--- config.mk ---
export PLATFORM = sky130hd
export DESIGN_NAME = sac_ram
export DESIGN_NICKNAME = d
export VERILOG_FILES = /design/src/sac_ram.sv
export SDC_FILE = /design/constraint.sdc
export NUM_CORES = 1
export LEC_CHECK = 0
export ABC_AREA = 1
export BUFFER_PORTS_ARGS = -buffer_cell sky130_fd_sc_hd__buf_4
export CORE_MARGIN = 2
export CORE_UTILIZATION = 55
export CTS_CLUSTER_DIAMETER = 80
export DETAILED_ROUTE_END_ITERATION = 10
export HOLD_SLACK_MARGIN = 0.12
export PLACE_DENSITY = 0.71
export RECOVER_POWER = 25
export REMOVE_ABC_BUFFERS = 1
export SYNTH_ARGS = -nofsm -noshare
export SYNTH_HDL_FRONTEND = slang
export SYNTH_SLANG_ARGS = --single-unit
--- constraint.sdc ---
create_clock -name clk -period 1.1 [get_ports clk]
set_input_delay 0.055 -clock clk [delete_from_list [all_inputs] [get_ports clk]]
set_output_delay 0.055 -clock clk [all_outputs]
set_load 0.005 [all_outputs]
--- src/sac_ram.sv ---
module sac_ram #(
  parameter int WIDTH = 8,
  parameter int DEPTH = 16
) (
  input  logic                     clk,
  input  logic                     we,
  input  logic [$clog2(DEPTH)-1:0] waddr,
  input  logic [WIDTH-1:0]         wdata,
  input  logic                     re,
  input  logic [$clog2(DEPTH)-1:0] raddr,
  output logic [WIDTH-1:0]         rdata
);

  logic [WIDTH-1:0] mem [DEPTH];

  always_ff @(posedge clk) begin
    if (we) begin
      mem[waddr] <= wdata;
    end
    if (re) begin
      rdata <= mem[raddr];
    end
  end

endmodule

==> metrics.txt <==
critical path buffer and inverter count 1; vias in the first global route 3,930; GRT overflow 0; RSZ-0062 raised after global routing yes; Critical Path AT 1100 ps; most common cell after layout, fill and taps aside nand2_1; post-layout util 69.6%; Initial Util a little under three fifths; Clock Pin Slew Worst Setup and Hold Paths 60 ps; most frequent cells in the layout 167 x nand2_1, 136 x edfxtp_1, 97 x inv_1; Post-DP Area 6360 um2; FMAX 865 MHz; final setup vio count 6; Critical Path, Cell by Cell buf_6; first-pass GRT wire length 20,500 um; diode count 0; CP Data Required Time 1040 ps; Ports 27; CP Launch Type flop; Syn Inst Count around 550; outcome finished with violations; initial drt markers 288; CP endpoint kind output port; Rel. slew slack 54.8%; Tmin final roughly 1200 ps; Total GRT Usage around 25%; largest area contributor in the netlist edfxtp_1; Final Hold Fails 0; CP top delay family flip-flops; clk buf depth 2; Crit-path slowest cell edfxtp_1; clk_skew 7.69 ps; core area 10,300 um2; Lkg Pwr between 3 and 4 nW; Avg WL per Cell 17.6 um; antenna viol nets, final 0; post-place setup slack -169 ps; count of pins over their slew limit 0; fin cells 763; die area 11,500 um2; CP peak stage delay 440 ps; Placed Cells 719; Area Overhead vs Synth 22.9%; CTS root buf clkbuf_8; cts bufs inserted 17; pwr dens 1660 nW/um2; violated checks negative setup slack; router iterations before antenna repair 5; initial antenna violation count 0; Max VDD drop 0.00126 V; Post-CTS Setup Bufs 0; Slew @ Worst Pin 677 ps; # clock sinks 136; crit-path max FO 1; share of cells above drive strength 1 18.3%; Setup TNS -169 ps; CTS tree done; FF+latch count, synth 136; final instance area 7190 um2; width of the chip ~110 um; H-tree depth 4; Die Ht 107 um; Synth Warn # 0; share of the synthesized area in the top cell type between 60% and 70%; largest net degree at the start of global routing 33; share of the yosys chip area belonging to registers between 60% and 70%; top cells by area, synth edfxtp_1 70%, nand2_1 11%, nand3_1 8.3%; Mean Syn Cell Area 10.6 um2; Max Cap Viol 0; total power draw 11.9 mW; worst-skew pair later-pin latency 510 ps; hold crit path type in2reg; mapped cell area 5850 um2; nets@finish 633; GP Congestion just under 0.9; Hold WS 154 ps; DR vias/cell 5.26; dpl hpwl 8190 um; setup ws final -56.2 ps; DRC viols 0; WS Path Type reg2out; period utilization 105%; Via Count about 4,000; row cnt 37; PortBufs 26; final WL 13,400 um; post-synth cell types 11; fill cell count 728
flip-flops by register name, summed over array words and instances, names as in the netlist:
register  cells
mem         128
rdata         8
final cells by class:
type | instances | area [um2] | share of cell area [%]
multi-input combinational | 289 | 1410 | 19.6
sequential | 136 | 4080 | 56.8
clock buffer | 20 | 425 | 5.92
clock inverter | 12 | 109 | 1.51
inverter | 102 | 383 | 5.33
tap | 136 | 170 | 2.37
timing repair buffer | 68 | 606 | 8.43
final timing paths:
check                      start                  to  slack (ps)  cells past startpoint
max           rdata[6]$_DFFE_PP_            rdata[6]         -60                      1
min                     raddr[1]  rdata[0]$_DFFE_PP_         150                      5
max reg2reg  mem[6][0]$_DFFE_PP_  rdata[0]$_DFFE_PP_         -10                      6
min reg2reg  mem[3][1]$_DFFE_PP_  rdata[1]$_DFFE_PP_         740                      6
cell usage after synthesis (all sizes together):
cell	n
nor2	17
buf	24
nand3b	2
nand3	97
nand2	173
inv	102
edfxtp	136
what timing repair did:
action	CTS	global route
hold buffers	12	0
resized for setup	8	45
endpoints found under the setup margin	14	16
endpoints found under the hold margin	144	0
pin swaps	2	36
report_power, final:
group	switching, mW	leakage [nW]	internal, mW	total, mW
Clock	1.98	0.264	3.17	5.14
Sequential	0.0418	1.24	5.84	5.88
Combinational	0.545	1.58	0.338	0.883
kinds of logic (layout without fill, tap and decap cells):
logic type	count (synthesis)	after routing	share of synthesized area (%)
and+or+nand+nor	289	289	20.8
buffers and inverters	126	202	9.39
DFF	136	136	69.8
per-layer routing:
metal | vias up | part of all wire [%] | global-route usage (%)
met5 | - | 0 | 0
met4 | 0 | 2.2 | 11.1
met3 | 26 | 6.8 | 4.86
met2 | 180 | 51 | 40.7
met1 | 1897 | 40 | 31.4
li1 | 1913 | - | -
(Power assumes the default switching activity.)
